## src/rtl/uf2bfs_pkg.sv

```systemverilog
// Package for the UF2 block flash sequencer: item types, codes and fixed constants.
// Depends on nothing; every other file of the block but uf2bfs_ram imports it.
`timescale 1ns / 1ps

package uf2bfs_pkg;

    // Width of a flash offset and of the flash_bytes register
    localparam int OFF_W = 22;

    // Block magic words
    localparam logic [31:0] MAGIC_START0 = 32'h0A32_4655;
    localparam logic [31:0] MAGIC_START1 = 32'h9E5D_5157;
    localparam logic [31:0] MAGIC_END    = 32'h0AB1_6F30;

    // Flag bits that make a block skipped
    localparam int FLAG_NOT_MAIN_BIT  = 0;
    localparam int FLAG_CONTAINER_BIT = 12;

    // Register reset values
    localparam logic [31:0]      FLASH_BASE_RST      = 32'h1000_0000;
    localparam logic [OFF_W-1:0] FLASH_BYTES_RST     = 22'h20_0000;
    localparam logic [31:0]      ACCEPTED_FAMILY_RST = 32'hE48B_FF56;

    typedef enum logic [1:0] {
        CFG_FLASH_BASE      = 2'd0,
        CFG_FLASH_BYTES     = 2'd1,
        CFG_ACCEPTED_FAMILY = 2'd2
    } cfg_idx_t;

    typedef enum logic [2:0] {
        CMD_ERASE    = 3'd0,
        CMD_PROGRAM  = 3'd1,
        CMD_SKIPPED  = 3'd2,
        CMD_IGNORED  = 3'd3,
        CMD_ERROR    = 3'd4,
        CMD_IMAGE_OK = 3'd5
    } cmd_t;

    typedef enum logic [2:0] {
        ERR_NONE      = 3'd0,
        ERR_MAGIC     = 3'd1,
        ERR_SIZE      = 3'd2,
        ERR_RANGE     = 3'd3,
        ERR_FAMILY    = 3'd4,
        ERR_ALIGN     = 3'd5,
        ERR_NO_BLOCKS = 3'd6,
        ERR_COUNT     = 3'd7
    } err_t;

    // Outcome of the stateless header checks, in priority order
    typedef enum logic [2:0] {
        CHK_OK     = 3'd0,
        CHK_MAGIC  = 3'd1,
        CHK_SKIP   = 3'd2,
        CHK_SIZE   = 3'd3,
        CHK_RANGE  = 3'd4,
        CHK_FAMILY = 3'd5
    } chk_t;

    typedef struct packed {
        logic        action;
        logic [31:0] magic_start0;
        logic [31:0] magic_start1;
        logic [31:0] magic_end;
        logic [31:0] flags;
        logic [31:0] target_addr;
        logic [31:0] payload_size;
        logic [31:0] num_blocks;
        logic [31:0] family_id;
    } hdr_t;

    typedef struct packed {
        cmd_t        command;
        logic [20:0] flash_offset;
        err_t        error_code;
        logic [15:0] blocks_written;
        logic        last;
    } res_t;

    // Check results handed from the check pipeline to the sequencer
    typedef struct packed {
        logic is_end;
        chk_t chk;
        logic align_ok;
        logic sector_ok;
    } s1_ctl_t;

    // Sequencer status fed back to the check pipeline
    typedef struct packed {
        logic take;
        logic clearing;
    } seq_stat_t;

endpackage

```

## src/rtl/uf2bfs_if.sv

```systemverilog
// Channel interfaces of the UF2 block flash sequencer: header items, results, config writes.
// Depends on uf2bfs_pkg for the payload types.
`timescale 1ns / 1ps

interface uf2bfs_hdr_if import uf2bfs_pkg::*; ();
    logic valid;
    logic ready;
    hdr_t data;

    modport source (output valid, output data, input ready);
    modport sink (input valid, input data, output ready);
endinterface

interface uf2bfs_res_if import uf2bfs_pkg::*; ();
    logic valid;
    logic ready;
    res_t data;

    modport source (output valid, output data, input ready);
    modport sink (input valid, input data, output ready);
endinterface

interface uf2bfs_cfg_if import uf2bfs_pkg::*; ();
    logic        valid;
    logic        ready;
    logic [1:0]  index;
    logic [31:0] data;

    modport source (output valid, output index, output data, input ready);
    modport sink (input valid, input index, input data, output ready);
endinterface

```

## src/rtl/uf2bfs_ram.sv

```systemverilog
// Generic single-write, single-read RAM with a registered read port.
// Depends on nothing.
`timescale 1ns / 1ps

module uf2bfs_ram #(
    parameter int WIDTH = 1,
    parameter int DEPTH = 512,
    localparam int AW = (DEPTH > 1) ? $clog2(DEPTH) : 1
) (
    input  logic             clk,
    input  logic             wr_en,
    input  logic [AW-1:0]    wr_addr,
    input  logic [WIDTH-1:0] wr_data,
    input  logic             rd_en,
    input  logic [AW-1:0]    rd_addr,
    output logic [WIDTH-1:0] rd_data
);

    logic [WIDTH-1:0] mem_reg [DEPTH];
    logic [WIDTH-1:0] rd_data_reg;

    // Write one word, read one word into the output register
    always_ff @(posedge clk)
    begin
        if (wr_en)
        begin
            mem_reg[wr_addr] <= wr_data;
        end
        if (rd_en)
        begin
            rd_data_reg <= mem_reg[rd_addr];
        end
    end

    assign rd_data = rd_data_reg;

endmodule

```

## src/rtl/uf2bfs_check.sv

```systemverilog
// Input register and stateless header checks of the UF2 block flash sequencer.
// Depends on uf2bfs_pkg and uf2bfs_if; feeds uf2bfs_seq.
`timescale 1ns / 1ps

module uf2bfs_check
    import uf2bfs_pkg::*;
#(
    parameter int SECTOR_COUNT = 512,
    parameter int SECTOR_BYTES = 4096,
    parameter int PAGE_BYTES   = 256,
    localparam int IDX_W = (SECTOR_COUNT > 1) ? $clog2(SECTOR_COUNT) : 1
) (
    input  logic              clk,
    input  logic              rst_n,
    uf2bfs_hdr_if.sink        hdr,
    input  logic [31:0]       flash_base,
    input  logic [OFF_W-1:0]  flash_bytes,
    input  logic [31:0]       accepted_family,
    input  seq_stat_t         stat,
    output logic              s1_valid,
    output s1_ctl_t           s1_ctl,
    output logic [31:0]       s1_nblocks,
    output logic [OFF_W-1:0]  s1_offset,
    output logic [OFF_W-1:0]  s1_sector_off,
    output logic [IDX_W-1:0]  s1_sector_idx
);

    // Reciprocals for exact division of an OFF_W-bit offset by each constant
    localparam int M_W    = OFF_W + 2;
    localparam int PROD_W = OFF_W + M_W;
    localparam int PG_L   = $clog2(PAGE_BYTES);
    localparam int PG_S   = OFF_W + PG_L;
    localparam int QP_W   = OFF_W - PG_L + 1;
    localparam longint unsigned PG_RECIP =
        ((64'd1 << PG_S) + 64'(PAGE_BYTES) - 64'd1) / 64'(PAGE_BYTES);
    localparam logic [M_W-1:0] PG_MUL = M_W'(PG_RECIP);
    localparam int SC_L   = $clog2(SECTOR_BYTES);
    localparam int SC_S   = OFF_W + SC_L;
    localparam int QS_W   = OFF_W - SC_L + 1;
    localparam longint unsigned SC_RECIP =
        ((64'd1 << SC_S) + 64'(SECTOR_BYTES) - 64'd1) / 64'(SECTOR_BYTES);
    localparam logic [M_W-1:0] SC_MUL = M_W'(SC_RECIP);

    logic             s0_valid_reg, s0_valid_next;
    hdr_t             s0_hdr_reg;
    logic             s1_valid_reg, s1_valid_next;
    logic             s1_end_reg;
    chk_t             s1_chk_reg;
    logic [31:0]      s1_nblocks_reg;
    logic [OFF_W-1:0] s1_offset_reg;
    logic [QP_W-1:0]  s1_qpage_reg;
    logic [QS_W-1:0]  s1_qsec_reg;

    logic             s0_adv, s1_free, hdr_take;
    logic             magic_bad, skip, size_bad, range_bad, family_bad;
    logic [32:0]      end_addr, limit_addr;
    logic [31:0]      off_full;
    logic [OFF_W-1:0] offset;
    logic [PROD_W-1:0] pg_prod, sc_prod;
    chk_t             chk;
    logic [OFF_W-1:0] page_base;
    logic [31:0]      sec_wide;

    // Handshake: take a new item when the input register empties and no sweep runs
    assign s1_free  = !s1_valid_reg || stat.take;
    assign s0_adv   = s0_valid_reg && s1_free;
    assign hdr.ready = (!s0_valid_reg || s0_adv) && !stat.clearing;
    assign hdr_take = hdr.valid && hdr.ready;

    // Stateless checks on the registered header
    assign magic_bad  = (s0_hdr_reg.magic_start0 != MAGIC_START0)
                     || (s0_hdr_reg.magic_start1 != MAGIC_START1)
                     || (s0_hdr_reg.magic_end != MAGIC_END);
    assign skip       = s0_hdr_reg.flags[FLAG_NOT_MAIN_BIT]
                     || s0_hdr_reg.flags[FLAG_CONTAINER_BIT]
                     || (s0_hdr_reg.payload_size == 32'd0);
    // A nonzero size passes only as exactly one page
    assign size_bad   = s0_hdr_reg.payload_size != 32'(PAGE_BYTES);
    assign end_addr   = 33'(s0_hdr_reg.target_addr) + 33'(s0_hdr_reg.payload_size);
    assign limit_addr = 33'(flash_base) + 33'(flash_bytes);
    assign range_bad  = (s0_hdr_reg.target_addr < flash_base) || (end_addr > limit_addr);
    assign family_bad = (s0_hdr_reg.family_id != 32'd0)
                     && (s0_hdr_reg.family_id != accepted_family);

    always_comb
    begin
        if (magic_bad)
        begin
            chk = CHK_MAGIC;
        end
        else if (skip)
        begin
            chk = CHK_SKIP;
        end
        else if (size_bad)
        begin
            chk = CHK_SIZE;
        end
        else if (range_bad)
        begin
            chk = CHK_RANGE;
        end
        else if (family_bad)
        begin
            chk = CHK_FAMILY;
        end
        else
        begin
            chk = CHK_OK;
        end
    end

    // Offset fits OFF_W bits whenever the range check passes
    assign off_full = s0_hdr_reg.target_addr - flash_base;
    assign offset   = off_full[OFF_W-1:0];
    assign pg_prod  = PROD_W'(offset) * PROD_W'(PG_MUL);
    assign sc_prod  = PROD_W'(offset) * PROD_W'(SC_MUL);

    // Control registers of both stages
    always_comb
    begin
        s0_valid_next = s0_valid_reg;
        if (hdr_take)
        begin
            s0_valid_next = 1'b1;
        end
        else if (s0_adv)
        begin
            s0_valid_next = 1'b0;
        end
        s1_valid_next = s1_valid_reg;
        if (s0_adv)
        begin
            s1_valid_next = 1'b1;
        end
        else if (stat.take)
        begin
            s1_valid_next = 1'b0;
        end
    end

    always_ff @(posedge clk or negedge rst_n)
    begin
        if (!rst_n)
        begin
            s0_valid_reg <= 1'b0;
            s1_valid_reg <= 1'b0;
        end
        else
        begin
            s0_valid_reg <= s0_valid_next;
            s1_valid_reg <= s1_valid_next;
        end
    end

    // Payload registers
    always_ff @(posedge clk)
    begin
        if (hdr_take)
        begin
            s0_hdr_reg <= hdr.data;
        end
        if (s0_adv)
        begin
            s1_end_reg     <= s0_hdr_reg.action;
            s1_chk_reg     <= chk;
            s1_nblocks_reg <= s0_hdr_reg.num_blocks;
            s1_offset_reg  <= offset;
            s1_qpage_reg   <= pg_prod[PG_S +: QP_W];
            s1_qsec_reg    <= sc_prod[SC_S +: QS_W];
        end
    end

    // Page alignment, sector range and sector base from the quotients
    assign page_base = OFF_W'(32'(s1_qpage_reg) * 32'(PAGE_BYTES));
    assign sec_wide  = 32'(s1_qsec_reg);

    assign s1_valid      = s1_valid_reg;
    assign s1_ctl        = '{is_end:    s1_end_reg,
                             chk:       s1_chk_reg,
                             align_ok:  page_base == s1_offset_reg,
                             sector_ok: sec_wide < 32'(SECTOR_COUNT)};
    assign s1_nblocks    = s1_nblocks_reg;
    assign s1_offset     = s1_offset_reg;
    assign s1_sector_off = OFF_W'(sec_wide * 32'(SECTOR_BYTES));
    assign s1_sector_idx = sec_wide[IDX_W-1:0];

endmodule

```

## src/rtl/uf2bfs_seq.sv

```systemverilog
// Decision stage of the UF2 block flash sequencer: image state, erase map and result register.
// Depends on uf2bfs_pkg, uf2bfs_if and uf2bfs_ram; fed by uf2bfs_check.
`timescale 1ns / 1ps

module uf2bfs_seq
    import uf2bfs_pkg::*;
#(
    parameter int SECTOR_COUNT = 512,
    localparam int IDX_W = (SECTOR_COUNT > 1) ? $clog2(SECTOR_COUNT) : 1
) (
    input  logic              clk,
    input  logic              rst_n,
    input  logic              s1_valid,
    input  s1_ctl_t           s1_ctl,
    input  logic [31:0]       s1_nblocks,
    input  logic [OFF_W-1:0]  s1_offset,
    input  logic [OFF_W-1:0]  s1_sector_off,
    input  logic [IDX_W-1:0]  s1_sector_idx,
    output seq_stat_t         stat,
    uf2bfs_res_if.source      res
);

    localparam logic [IDX_W-1:0] LAST_IDX = IDX_W'(SECTOR_COUNT - 1);

    logic             s2_valid_reg, s2_valid_next;
    logic             s2_phase_reg, s2_phase_next;
    s1_ctl_t          s2_ctl_reg;
    logic [31:0]      s2_nblocks_reg;
    logic [OFF_W-1:0] s2_offset_reg;
    logic [OFF_W-1:0] s2_secoff_reg;
    logic [IDX_W-1:0] s2_idx_reg;
    logic [31:0]      exp_reg, exp_next;
    logic [15:0]      wc_reg, wc_next;
    logic             failed_reg, failed_next;
    logic             clr_reg, clr_next;
    logic [IDX_W-1:0] clr_cnt_reg, clr_cnt_next;
    logic             out_valid_reg, out_valid_next;
    res_t             out_reg;

    res_t             res_now;
    logic [15:0]      wc_inc;
    logic             two_res, set_failed, do_erase, bump, take_exp;
    logic             out_free, s2_fire, s2_done, end_done, take;
    logic [0:0]       ram_rdata;
    logic             ram_wr_en;
    logic [IDX_W-1:0] ram_wr_addr;

    // Erase map, one bit per sector
    uf2bfs_ram #(
        .WIDTH (1),
        .DEPTH (SECTOR_COUNT)
    ) u_erased_map (
        .clk     (clk),
        .wr_en   (ram_wr_en),
        .wr_addr (ram_wr_addr),
        .wr_data (!clr_reg),
        .rd_en   (take),
        .rd_addr (s1_sector_idx),
        .rd_data (ram_rdata)
    );

    assign wc_inc = (wc_reg == 16'hFFFF) ? wc_reg : wc_reg + 16'd1;

    // Decide the result of the item in the decision stage
    always_comb
    begin
        res_now = '{command:        CMD_SKIPPED,
                    flash_offset:   '0,
                    error_code:     ERR_NONE,
                    blocks_written: wc_reg,
                    last:           1'b1};
        two_res    = 1'b0;
        set_failed = 1'b0;
        do_erase   = 1'b0;
        bump       = 1'b0;
        take_exp   = 1'b0;
        if (s2_phase_reg)
        begin
            res_now.command      = CMD_PROGRAM;
            res_now.flash_offset = s2_offset_reg[20:0];
        end
        else if (s2_ctl_reg.is_end)
        begin
            if (failed_reg)
            begin
                res_now.command = CMD_ERROR;
            end
            else if (wc_reg == 16'd0)
            begin
                res_now.command    = CMD_ERROR;
                res_now.error_code = ERR_NO_BLOCKS;
            end
            else if ((exp_reg != 32'd0) && (32'(wc_reg) != exp_reg))
            begin
                res_now.command    = CMD_ERROR;
                res_now.error_code = ERR_COUNT;
            end
            else
            begin
                res_now.command = CMD_IMAGE_OK;
            end
        end
        else if (failed_reg)
        begin
            res_now.command = CMD_IGNORED;
        end
        else
        begin
            case (s2_ctl_reg.chk)
                CHK_MAGIC:
                begin
                    res_now.command    = CMD_ERROR;
                    res_now.error_code = ERR_MAGIC;
                    set_failed         = 1'b1;
                end
                CHK_SKIP:
                begin
                    res_now.command = CMD_SKIPPED;
                end
                CHK_SIZE:
                begin
                    res_now.command    = CMD_ERROR;
                    res_now.error_code = ERR_SIZE;
                    set_failed         = 1'b1;
                end
                CHK_RANGE:
                begin
                    res_now.command    = CMD_ERROR;
                    res_now.error_code = ERR_RANGE;
                    set_failed         = 1'b1;
                end
                CHK_FAMILY:
                begin
                    res_now.command    = CMD_ERROR;
                    res_now.error_code = ERR_FAMILY;
                    set_failed         = 1'b1;
                end
                CHK_OK:
                begin
                    // Latch the announced count before the late checks
                    take_exp = (exp_reg == 32'd0) && (s2_nblocks_reg != 32'd0);
                    if (!s2_ctl_reg.align_ok)
                    begin
                        res_now.command    = CMD_ERROR;
                        res_now.error_code = ERR_ALIGN;
                        set_failed         = 1'b1;
                    end
                    else if (!s2_ctl_reg.sector_ok)
                    begin
                        res_now.command    = CMD_ERROR;
                        res_now.error_code = ERR_RANGE;
                        set_failed         = 1'b1;
                    end
                    else
                    begin
                        bump                   = 1'b1;
                        res_now.blocks_written = wc_inc;
                        if (!ram_rdata[0])
                        begin
                            do_erase             = 1'b1;
                            two_res              = 1'b1;
                            res_now.command      = CMD_ERASE;
                            res_now.flash_offset = s2_secoff_reg[20:0];
                            res_now.last         = 1'b0;
                        end
                        else
                        begin
                            res_now.command      = CMD_PROGRAM;
                            res_now.flash_offset = s2_offset_reg[20:0];
                        end
                    end
                end
                default:
                begin
                    res_now.command = CMD_SKIPPED;
                end
            endcase
        end
    end

    // Stage handshake; hold the next item back while the map is swept
    assign out_free = !out_valid_reg || res.ready;
    assign s2_fire  = s2_valid_reg && out_free;
    assign s2_done  = s2_fire && !two_res;
    assign end_done = s2_done && s2_ctl_reg.is_end;
    assign take     = s1_valid && !clr_reg
                   && (!s2_valid_reg || (s2_done && !s2_ctl_reg.is_end));

    // Map writes: sweep zeros, or mark a sector erased
    assign ram_wr_en   = clr_reg || (s2_fire && do_erase);
    assign ram_wr_addr = clr_reg ? clr_cnt_reg : s2_idx_reg;

    // Next values of control and state registers
    always_comb
    begin
        s2_valid_next  = s2_valid_reg;
        s2_phase_next  = s2_phase_reg;
        exp_next       = exp_reg;
        wc_next        = wc_reg;
        failed_next    = failed_reg;
        clr_next       = clr_reg;
        clr_cnt_next   = clr_cnt_reg;
        out_valid_next = out_valid_reg;

        if (s2_fire)
        begin
            s2_phase_next = two_res;
        end
        if (take)
        begin
            s2_valid_next = 1'b1;
            s2_phase_next = 1'b0;
        end
        else if (s2_done)
        begin
            s2_valid_next = 1'b0;
        end

        if (end_done)
        begin
            exp_next    = 32'd0;
            wc_next     = 16'd0;
            failed_next = 1'b0;
        end
        else if (s2_fire)
        begin
            if (take_exp)
            begin
                exp_next = s2_nblocks_reg;
            end
            if (bump)
            begin
                wc_next = wc_inc;
            end
            if (set_failed)
            begin
                failed_next = 1'b1;
            end
        end

        if (clr_reg)
        begin
            if (clr_cnt_reg == LAST_IDX)
            begin
                clr_next     = 1'b0;
                clr_cnt_next = '0;
            end
            else
            begin
                clr_cnt_next = clr_cnt_reg + 1'b1;
            end
        end
        else if (end_done)
        begin
            clr_next     = 1'b1;
            clr_cnt_next = '0;
        end

        if (s2_fire)
        begin
            out_valid_next = 1'b1;
        end
        else if (res.ready)
        begin
            out_valid_next = 1'b0;
        end
    end

    // Reset starts with a sweep of the erase map
    always_ff @(posedge clk or negedge rst_n)
    begin
        if (!rst_n)
        begin
            s2_valid_reg  <= 1'b0;
            s2_phase_reg  <= 1'b0;
            exp_reg       <= 32'd0;
            wc_reg        <= 16'd0;
            failed_reg    <= 1'b0;
            clr_reg       <= 1'b1;
            clr_cnt_reg   <= '0;
            out_valid_reg <= 1'b0;
        end
        else
        begin
            s2_valid_reg  <= s2_valid_next;
            s2_phase_reg  <= s2_phase_next;
            exp_reg       <= exp_next;
            wc_reg        <= wc_next;
            failed_reg    <= failed_next;
            clr_reg       <= clr_next;
            clr_cnt_reg   <= clr_cnt_next;
            out_valid_reg <= out_valid_next;
        end
    end

    // Payload registers
    always_ff @(posedge clk)
    begin
        if (take)
        begin
            s2_ctl_reg     <= s1_ctl;
            s2_nblocks_reg <= s1_nblocks;
            s2_offset_reg  <= s1_offset;
            s2_secoff_reg  <= s1_sector_off;
            s2_idx_reg     <= s1_sector_idx;
        end
        if (s2_fire)
        begin
            out_reg <= res_now;
        end
    end

    assign res.valid = out_valid_reg;
    assign res.data  = out_reg;
    assign stat      = '{take: take, clearing: clr_reg};

endmodule

```

## src/rtl/uf2_block_flash_sequencer_core.sv

```systemverilog
// Top level of the UF2 block flash sequencer: config registers, check pipeline, sequencer.
// Depends on uf2bfs_pkg, uf2bfs_if, uf2bfs_check and uf2bfs_seq.
//
//   channel  modport  handshake          payload
//   hdr      sink     hdr.valid/ready    hdr_t: one block header or end-of-image item
//   res      source   res.valid/ready    res_t: one erase/program/status item
//   cfg      sink     cfg.valid/ready    register index and 32-bit write data
//
// An item passes an input register, a check stage, a decision stage and the result
// register, in that order, before its first result shows on res. One item per cycle is
// taken while res does not stall and no sweep runs; a block that erases a new sector holds
// the decision stage for its program item. After reset and after every end-of-image item
// the erase map is swept clear with hdr.ready low; cfg writes are always taken.
// A stalled res holds the result register and backs up through all stages.
`timescale 1ns / 1ps

module uf2_block_flash_sequencer_core
    import uf2bfs_pkg::*;
#(
    parameter int SECTOR_COUNT = 512,
    parameter int SECTOR_BYTES = 4096,
    parameter int PAGE_BYTES   = 256
) (
    input  logic          clk,
    input  logic          rst_n,
    uf2bfs_hdr_if.sink    hdr,
    uf2bfs_res_if.source  res,
    uf2bfs_cfg_if.sink    cfg
);

    localparam int IDX_W = (SECTOR_COUNT > 1) ? $clog2(SECTOR_COUNT) : 1;

    logic [31:0]      flash_base_reg, flash_base_next;
    logic [OFF_W-1:0] flash_bytes_reg, flash_bytes_next;
    logic [31:0]      accepted_family_reg, accepted_family_next;

    seq_stat_t        stat;
    logic             s1_valid;
    s1_ctl_t          s1_ctl;
    logic [31:0]      s1_nblocks;
    logic [OFF_W-1:0] s1_offset;
    logic [OFF_W-1:0] s1_sector_off;
    logic [IDX_W-1:0] s1_sector_idx;

    // Config writes are always taken
    assign cfg.ready = 1'b1;

    always_comb
    begin
        flash_base_next      = flash_base_reg;
        flash_bytes_next     = flash_bytes_reg;
        accepted_family_next = accepted_family_reg;
        if (cfg.valid)
        begin
            case (cfg.index)
                CFG_FLASH_BASE:      flash_base_next      = cfg.data;
                CFG_FLASH_BYTES:     flash_bytes_next     = cfg.data[OFF_W-1:0];
                CFG_ACCEPTED_FAMILY: accepted_family_next = cfg.data;
                default:             flash_base_next      = flash_base_reg;
            endcase
        end
    end

    always_ff @(posedge clk or negedge rst_n)
    begin
        if (!rst_n)
        begin
            flash_base_reg      <= FLASH_BASE_RST;
            flash_bytes_reg     <= FLASH_BYTES_RST;
            accepted_family_reg <= ACCEPTED_FAMILY_RST;
        end
        else
        begin
            flash_base_reg      <= flash_base_next;
            flash_bytes_reg     <= flash_bytes_next;
            accepted_family_reg <= accepted_family_next;
        end
    end

    uf2bfs_check #(
        .SECTOR_COUNT (SECTOR_COUNT),
        .SECTOR_BYTES (SECTOR_BYTES),
        .PAGE_BYTES   (PAGE_BYTES)
    ) u_check (
        .clk             (clk),
        .rst_n           (rst_n),
        .hdr             (hdr),
        .flash_base      (flash_base_reg),
        .flash_bytes     (flash_bytes_reg),
        .accepted_family (accepted_family_reg),
        .stat            (stat),
        .s1_valid        (s1_valid),
        .s1_ctl          (s1_ctl),
        .s1_nblocks      (s1_nblocks),
        .s1_offset       (s1_offset),
        .s1_sector_off   (s1_sector_off),
        .s1_sector_idx   (s1_sector_idx)
    );

    uf2bfs_seq #(
        .SECTOR_COUNT (SECTOR_COUNT)
    ) u_seq (
        .clk           (clk),
        .rst_n         (rst_n),
        .s1_valid      (s1_valid),
        .s1_ctl        (s1_ctl),
        .s1_nblocks    (s1_nblocks),
        .s1_offset     (s1_offset),
        .s1_sector_off (s1_sector_off),
        .s1_sector_idx (s1_sector_idx),
        .stat          (stat),
        .res           (res)
    );

    // No header item enters during the erase-map sweep
    a_no_accept_in_sweep: assert property (@(posedge clk) disable iff (!rst_n)
        stat.clearing |-> !(hdr.valid && hdr.ready))
        else $error("header item accepted during erase-map sweep");

    // Only an erase item leaves its header unfinished
    a_open_is_erase: assert property (@(posedge clk) disable iff (!rst_n)
        (res.valid && !res.data.last) |-> (res.data.command == CMD_ERASE))
        else $error("non-final result item that is not an erase");

    // A taken erase item is followed at once by its program item
    a_erase_then_program: assert property (@(posedge clk) disable iff (!rst_n)
        (res.valid && res.ready && res.data.command == CMD_ERASE)
        |=> (res.valid && res.data.command == CMD_PROGRAM))
        else $error("erase item not followed by program item");

    // Error codes ride only on error items
    a_err_only_on_error: assert property (@(posedge clk) disable iff (!rst_n)
        (res.valid && res.data.error_code != ERR_NONE) |-> (res.data.command == CMD_ERROR))
        else $error("error code on a non-error result item");

endmodule

```

## src/flat_wrapper.sv

```systemverilog
// flat-port wrapper written by rule: the top's interface ports become plain ports
module uf2_block_flash_sequencer_core_flat import uf2bfs_pkg::*;
#(
    parameter int SECTOR_COUNT = 512,
    parameter int SECTOR_BYTES = 4096,
    parameter int PAGE_BYTES   = 256
)
  (clk, rst_n, hdr_valid, hdr_data, hdr_ready, res_valid, res_data, res_ready, cfg_valid, cfg_index, cfg_data, cfg_ready);
  uf2bfs_hdr_if hdr_i ();
  uf2bfs_res_if res_i ();
  uf2bfs_cfg_if cfg_i ();
  input  logic clk;
  input  logic rst_n;
  input wire logic [$bits(hdr_i.valid)-1:0] hdr_valid;
  input wire logic [$bits(hdr_i.data)-1:0] hdr_data;
  output wire logic [$bits(hdr_i.ready)-1:0] hdr_ready;
  output wire logic [$bits(res_i.valid)-1:0] res_valid;
  output wire logic [$bits(res_i.data)-1:0] res_data;
  input wire logic [$bits(res_i.ready)-1:0] res_ready;
  input wire logic [$bits(cfg_i.valid)-1:0] cfg_valid;
  input wire logic [$bits(cfg_i.index)-1:0] cfg_index;
  input wire logic [$bits(cfg_i.data)-1:0] cfg_data;
  output wire logic [$bits(cfg_i.ready)-1:0] cfg_ready;
  assign hdr_i.valid = hdr_valid;
  assign hdr_i.data = hdr_data;
  assign hdr_ready = hdr_i.ready;
  assign res_valid = res_i.valid;
  assign res_data = res_i.data;
  assign res_i.ready = res_ready;
  assign cfg_i.valid = cfg_valid;
  assign cfg_i.index = cfg_index;
  assign cfg_i.data = cfg_data;
  assign cfg_ready = cfg_i.ready;
  uf2_block_flash_sequencer_core #(.SECTOR_COUNT(SECTOR_COUNT), .SECTOR_BYTES(SECTOR_BYTES), .PAGE_BYTES(PAGE_BYTES)) u_core (.clk(clk), .rst_n(rst_n), .hdr(hdr_i), .res(res_i), .cfg(cfg_i));
endmodule
```

## config.mk

```make
export PLATFORM = sky130hd
export DESIGN_NAME = uf2_block_flash_sequencer_core_flat
export DESIGN_NICKNAME = d
export VERILOG_FILES = /design/src/rtl/uf2bfs_pkg.sv /design/src/rtl/uf2bfs_if.sv /design/src/rtl/uf2bfs_ram.sv /design/src/rtl/uf2bfs_check.sv /design/src/rtl/uf2bfs_seq.sv /design/src/rtl/uf2_block_flash_sequencer_core.sv /design/src/flat_wrapper.sv
export SDC_FILE = /design/constraint.sdc
export NUM_CORES = 2
export LEC_CHECK = 0
export BUFFER_PORTS_ARGS = -buffer_cell sky130_fd_sc_hd__buf_2
export CORE_MARGIN = 3
export CORE_UTILIZATION = 60
export DETAILED_ROUTE_END_ITERATION = 8
export PLACE_DENSITY = 0.87
export SKIP_CTS_REPAIR_TIMING = 1
export SYNTH_ARGS = -nofsm -noshare
export SYNTH_HDL_FRONTEND = slang
export SYNTH_SLANG_ARGS = --single-unit
export TNS_END_PERCENT = 10
```

## constraint.sdc

```tcl
create_clock -name clk -period 20.1 [get_ports clk]
set_input_delay 4.02 -clock clk [delete_from_list [all_inputs] [get_ports clk]]
set_output_delay 4.02 -clock clk [all_outputs]
set_load 0.1 [all_outputs]
```

=== Word-level counts from Yosys, hierarchy flattened ===
Memories as Yosys holds them, arrays and structs flattened. A register that Yosys moved wholly into a read port is not among the register bits.
Cells that the tools add are included.

* Register bits after elaboration: 591
* Bits in writable memories: 512
* Bits of input ports: 296
* Output and inout bits: 47
* Word-level logic and storage cells: 210
* Memories kept: 1

* Add/subtract/negate cells: 5
* Order comparisons: 3
* Eq/ne operators: 15
* Multiplexer cells: 84
* Bitwise logic cells: 3
* Reductions and logical operators: 57

{| class="wikitable"
|+ Memory list
! name !! words !! bits a word !! rd ports !! clocked after memory_dff !! wr ports !! line !! source
|-
| u_core.u_seq.u_erased_map.mem_reg || 512 || 1 || 1 || 1 || 1 || uf2bfs_ram.sv:19 || <nowiki>logic [WIDTH-1:0] mem_reg [DEPTH];</nowiki>
|}

{| class="wikitable"
|+ Operator list
! operator !! number
|-
| two-way mux 21 bit || 5
|-
| two-way mux 32 bit || 3
|-
| nonzero test 32 bit || 3
|-
| two-way mux 17 bit || 5
|-
| zero test 32 bit || 2
|-
| two-way mux 16 bit || 4
|-
| inequality test 32 x 28 -> 1 bit, second input constant || 2
|-
| two-way mux 1 bit || 44
|-
| two-way mux 41 bit || 1
|-
| two-way mux 9 bit || 4
|-
| adder 32 x 22 -> 33 bit || 1
|-
| adder 32 x 32 -> 33 bit || 1
|-
| > comparator 33 bit || 1
|-
| two-way mux 3 bit || 11
|-
| less-than comparator 32 bit || 1
|-
| inequality test 16 x 32 -> 1 bit || 1
|-
| inequality test 32 bit || 1
|-
| inequality test 32 bit, second input constant || 1
|-
| inequality test 32 x 9 -> 1 bit, second input constant || 1
|-
| == test 22 bit || 1
|-
| two-way mux 22 bit || 1
|-
| subtractor 22 bit || 1
|-
| nonzero test 2 bit || 10
|-
| adder 16 x 1 -> 16 bit, second input constant || 1
|-
| 24 further kinds || 61
|}

=== Logic depth before layout (Yosys ltp) ===
* Depth after elaboration: 18
* Depth in mapped cells: 21
* Gate-level depth less buffers: 21

=== By module ===
A second synthesis with hierarchy kept.

* Cells, all modules: 3,423
* Area, all modules: 48,134.9 um^2

{| class="wikitable"
|+ Modules (own cells, without submodules)
! module !! instances !! cells an instance !! area an instance (um^2) !! seq. area each (um^2)
|-
| uf2bfs_ram || 1 || 1,615 || 22,619.2 || 15,404.8
|-
| uf2bfs_check || 1 || 1,059 || 14,276.2 || 8,608.3
|-
| uf2bfs_seq || 1 || 564 || 7,978.9 || 5,546.6
|-
| uf2_block_flash_sequencer_core || 1 || 185 || 3,260.6 || 2,179.6
|}

=== Worst setup path after synthesis ===
OpenSTA, ideal clock, no wires.

* Path kind: input to register
* Start: input port res_ready
* End: register u_core.u_check.s0_hdr_reg[0] (netlist name), enable pin
* Library setup time: 889 ps
* Arrival: 16,748 ps
* Data required time: 19,211 ps
* Path slack: 2,462 ps
* Stages: 7
* Path buffers: 0
* Cell sequence: nand2b_1 > nand2_1 > inv_1 > nand2_1 > o21a_1 > o21a_1 > a21oi_1

* Longest elaborated chain between the ends: 11

{| class="wikitable"
|+ Ends and longest elaborated chain
! element !! line !! source
|-
| start, declared || flat_wrapper.sv:19 || <nowiki>input wire logic [$bits(res_i.ready)-1:0] res_ready;</nowiki>
|-
| logical OR 1 bit || uf2bfs_seq.sv:182 || <nowiki>assign out_free = !out_valid_reg || res.ready;</nowiki>
|-
| logical AND 1 bit || uf2bfs_seq.sv:183 || <nowiki>assign s2_fire = s2_valid_reg && out_free;</nowiki>
|-
| logical AND 1 bit || uf2bfs_seq.sv:184 || <nowiki>assign s2_done = s2_fire && !two_res;</nowiki>
|-
| logical AND 1 bit || uf2bfs_seq.sv:187 || <nowiki>&& (!s2_valid_reg || (s2_done && !s2_ctl_reg.is_end));</nowiki>
|-
| logical OR 1 bit || uf2bfs_seq.sv:187 ||
|-
| logical AND 1 bit || uf2bfs_seq.sv:187 ||
|-
| logical OR 1 bit || uf2bfs_check.sv:65 || <nowiki>assign s1_free = !s1_valid_reg || stat.take;</nowiki>
|-
| logical AND 1 bit || uf2bfs_check.sv:66 || <nowiki>assign s0_adv = s0_valid_reg && s1_free;</nowiki>
|-
| logical OR 1 bit || uf2bfs_check.sv:67 || <nowiki>assign hdr.ready = (!s0_valid_reg || s0_adv) && !stat.clearing;</nowiki>
|-
| logical AND 1 bit || uf2bfs_check.sv:67 ||
|-
| logical AND 1 bit || uf2bfs_check.sv:68 || <nowiki>assign hdr_take = hdr.valid && hdr.ready;</nowiki>
|-
| named net u_core.u_check.hdr_take || uf2bfs_check.sv:54 || <nowiki>logic s0_adv, s1_free, hdr_take;</nowiki>
|-
| end signal, assigned || uf2bfs_check.sv:161 || <nowiki>s0_hdr_reg <= hdr.data;</nowiki>
|-
| end, declared || uf2bfs_check.sv:45 || <nowiki>hdr_t s0_hdr_reg;</nowiki>
|}

The timed path passes the listed nets, and every way through them passes these cells.
A chain may end at the register's enable or synchronous reset.

=== Final worst setup path ===
* Start: input port res_ready
* End: output port hdr_ready

* Longest elaborated chain between the ends: 10

{| class="wikitable"
|+ Ends and longest elaborated chain
! element !! line !! source
|-
| logical OR 1 bit || uf2bfs_seq.sv:182 ||
|-
| logical AND 1 bit || uf2bfs_seq.sv:183 ||
|-
| logical AND 1 bit || uf2bfs_seq.sv:184 ||
|-
| logical AND 1 bit || uf2bfs_seq.sv:187 ||
|-
| logical OR 1 bit || uf2bfs_seq.sv:187 ||
|-
| logical AND 1 bit || uf2bfs_seq.sv:187 ||
|-
| logical OR 1 bit || uf2bfs_check.sv:65 ||
|-
| logical AND 1 bit || uf2bfs_check.sv:66 ||
|-
| logical OR 1 bit || uf2bfs_check.sv:67 ||
|-
| logical AND 1 bit || uf2bfs_check.sv:67 ||
|-
| end, declared || flat_wrapper.sv:16 || <nowiki>output wire logic [$bits(hdr_i.ready)-1:0] hdr_ready;</nowiki>
|}

No other way between the ends.

==> reports/summary.txt <==
DR pass1 iterations = 8
critical path data required time = 16080 ps
max-cap violation count = 0
CTS tree = built
ratio of cells with drive above 1 in the final layout = 0.2108
DP Wirelength = 67850 µm
Worst-Margin Slew = 1336 ps
number of global-route vias before repair = 29320
Synth top area share = 0.5870
combinational group share of total power = 0.262
root buffer cell = clkbuf_16
GRT overflow = 0
clk sinks = 1051
synthesized area = 46090 µm²
VDD IR max = 111.6 µV
std cell rows = 101
num ports = 343
number of different library cells in the post-synthesis netlist = 70
period utilization = 0.5492
switching fraction of total power = 0.3309
port bufs = 311
die height = 283.2 µm
max reg flops = 512
Hold WC Path Type = reg2reg
synthesized instance count = 3224
area grow syn2layout = 12.38%
RSZ-0062 raised after global routing = no
number of buffers created by CTS = 102
Iter 0 DRT Violations = 3492
CP Capture Type = output port
FMAX = 0.09059 GHz
setup_tns = 0 ps
sequential fraction of design power = 0.457
clock-pin slew on the worst setup and hold paths = 60 ps
first-pass GRT wire length = 169400 µm
count leader, synth = edfxtp_1
antenna violations before repair = 12
Final #Nets = 3931
WL per Instance = 24.02 µm
status = finished clean
WL final = 111200 µm
fraction of registers with async set/reset = 0.1427
LEAKAGE = 0.01827 µW
FF+latch count, synth = 1051
Critical Path Fanout Max = 47
Die Width = 283.2 µm
Final setup viols = 0
Synth top cells by count = edfxtp_1, nor2_1, mux4_2, nand2_1, clkbuf_1
Clock Skew = 27.20 ps
area leader, netlist = edfxtp_1
switching power = 2137 µW
total power = 6459 µW
Final Hold Viols = 0
crit path DAT = 7020 ps
initial core utilization = 0.6059
clk buf depth = 3
fin. max-slew vios = 0
synth top area cells = edfxtp_1, mux4_2, dfrtp_1
die area = 80180 µm²
routability congestion estimate = 0.9549
residual DRC count = 0
Tot GR Track Use = 0.2756
CP Launch Type = input pin
post-layout min period = 11040 ps
Skew-Pair Late Insertion Delay = 670 ps
via density per instance = 6.280
post-route antenna net violation count = 0
sequential area share after synthesis = 0.6690
pwr/cell area = 124.7 nW/µm²
Slew Limit Headroom = 0.1096
# H-tree levels = 3
Mean Syn Cell Area = 14.30 µm²
Most used DFF post-synth = edfxtp_1
Int Power = 4322 µW
Post-synth EDFFs = 901
core area = 76080 µm²
vias after detailed routing = 29070
largest net degree at the start of global routing = 344
crit path kind = in2out
clock network power share = 0.281
Yosys warning count = 0
syn nets = 3646
through the flow:
step	hold WS [ps]	instances	setup WS, ps	util	area, µm²
2_1_floorplan	400.3	3224	2462	-	46090
3_3_place_gp	400.7	4435	9402	0.6390	48610
3_5_place_dp	404.5	4435	9348	0.6390	48610
4_1_cts	416.1	4621	9131	0.6807	51780
5_1_grt	423.5	4625	8975	0.6808	51790
6_report	407.0	4628	9062	0.6809	51800
layout make-up:
| class | count | area (µm²) |
|---|---|---|
| flip-flops and latches | 1051 | 30840 |
| fillers | 4874 | 24280 |
| multi-input cells | 1934 | 14350 |
| clock buffers | 129 | 2745 |
| well taps | 1030 | 1289 |
| inverters | 71 | 274.0 |
| clock inverters | 57 | 425.4 |
| diodes | 7 | 17.52 |
| repair buffers | 349 | 1861 |
critical path: stages:
cell      delay (ps)
buf_2             80
nand2b_1         180
nand2_1          200
inv_2            830
nand2_1          240
o21a_1           280
o21a_1           320
a21oi_1          360
buf_2            500
worst paths after layout:
path                       cells after the start  slack, ps                     startpoint                        endpoint
max reg2reg                                   20      14630  u_core.u_check.s0_hdr_reg[97]    u_core.u_check.s1_chk_reg[2]
max in group asynchronous                      2      15260                          rst_n       u_core.flash_base_reg[29]
max                                            9       9060                      res_ready                       hdr_ready
min in group asynchronous                      1       3410                          rst_n        u_core.u_seq.exp_reg[16]
min reg2reg                                    0        410   u_core.u_check.s1_nblocks[4]  u_core.u_seq.s2_nblocks_reg[4]
min                                            0        410   u_core.u_check.s1_nblocks[4]  u_core.u_seq.s2_nblocks_reg[4]
cells in the final DEF (no fill, tap or decap), types with 54 or more instances in the layout:
cell / instances
ha_1: 123
mux2_2: 57
inv_1: 69
xnor2_1: 82
clkbuf_16: 103
buf_2: 310
edfxtp_1: 901
nor2_1: 607
xor2_1: 54
mux4_2: 160
dfrtp_1: 127
o21ai_0: 95
a21oi_1: 94
nand2_1: 142
power groups by stage:
| stage | Clock (µW) | Combinational, µW | Sequential [µW] |
|---|---|---|---|
| final | 1820 | 1690 | 2950 |
| after CTS | 1840 | 1670 | 2940 |
| after global placement | 0 | 1610 | 2970 |
| after detailed placement | 0 | 1650 | 2980 |
| after floorplan | 0 | 1030 | 3250 |
| after global routing | 1920 | 1820 | 2960 |
cells by family after synthesis:
kind of cell	synth area share
flops	0.6690
mux	0.09232
simple gates	0.1036
other cells	0.00008136
compound gates	0.05394
fa+ha+maj	0.03469
xor+xnor	0.02584
buf+inv	0.02049
layer usage:
| layer | up-vias | GRT usage | share of wire |
|---|---|---|---|
| li1 | 12640 | - | - |
| met1 | 14240 | 0.3404 | 0.35 |
| met2 | 1776 | 0.4707 | 0.50 |
| met3 | 401 | 0.05897 | 0.094 |
| met4 | 10 | 0.1246 | 0.051 |
| met5 | - | 0 | 0.00062 |
Power figures use the tool's default switching activity.
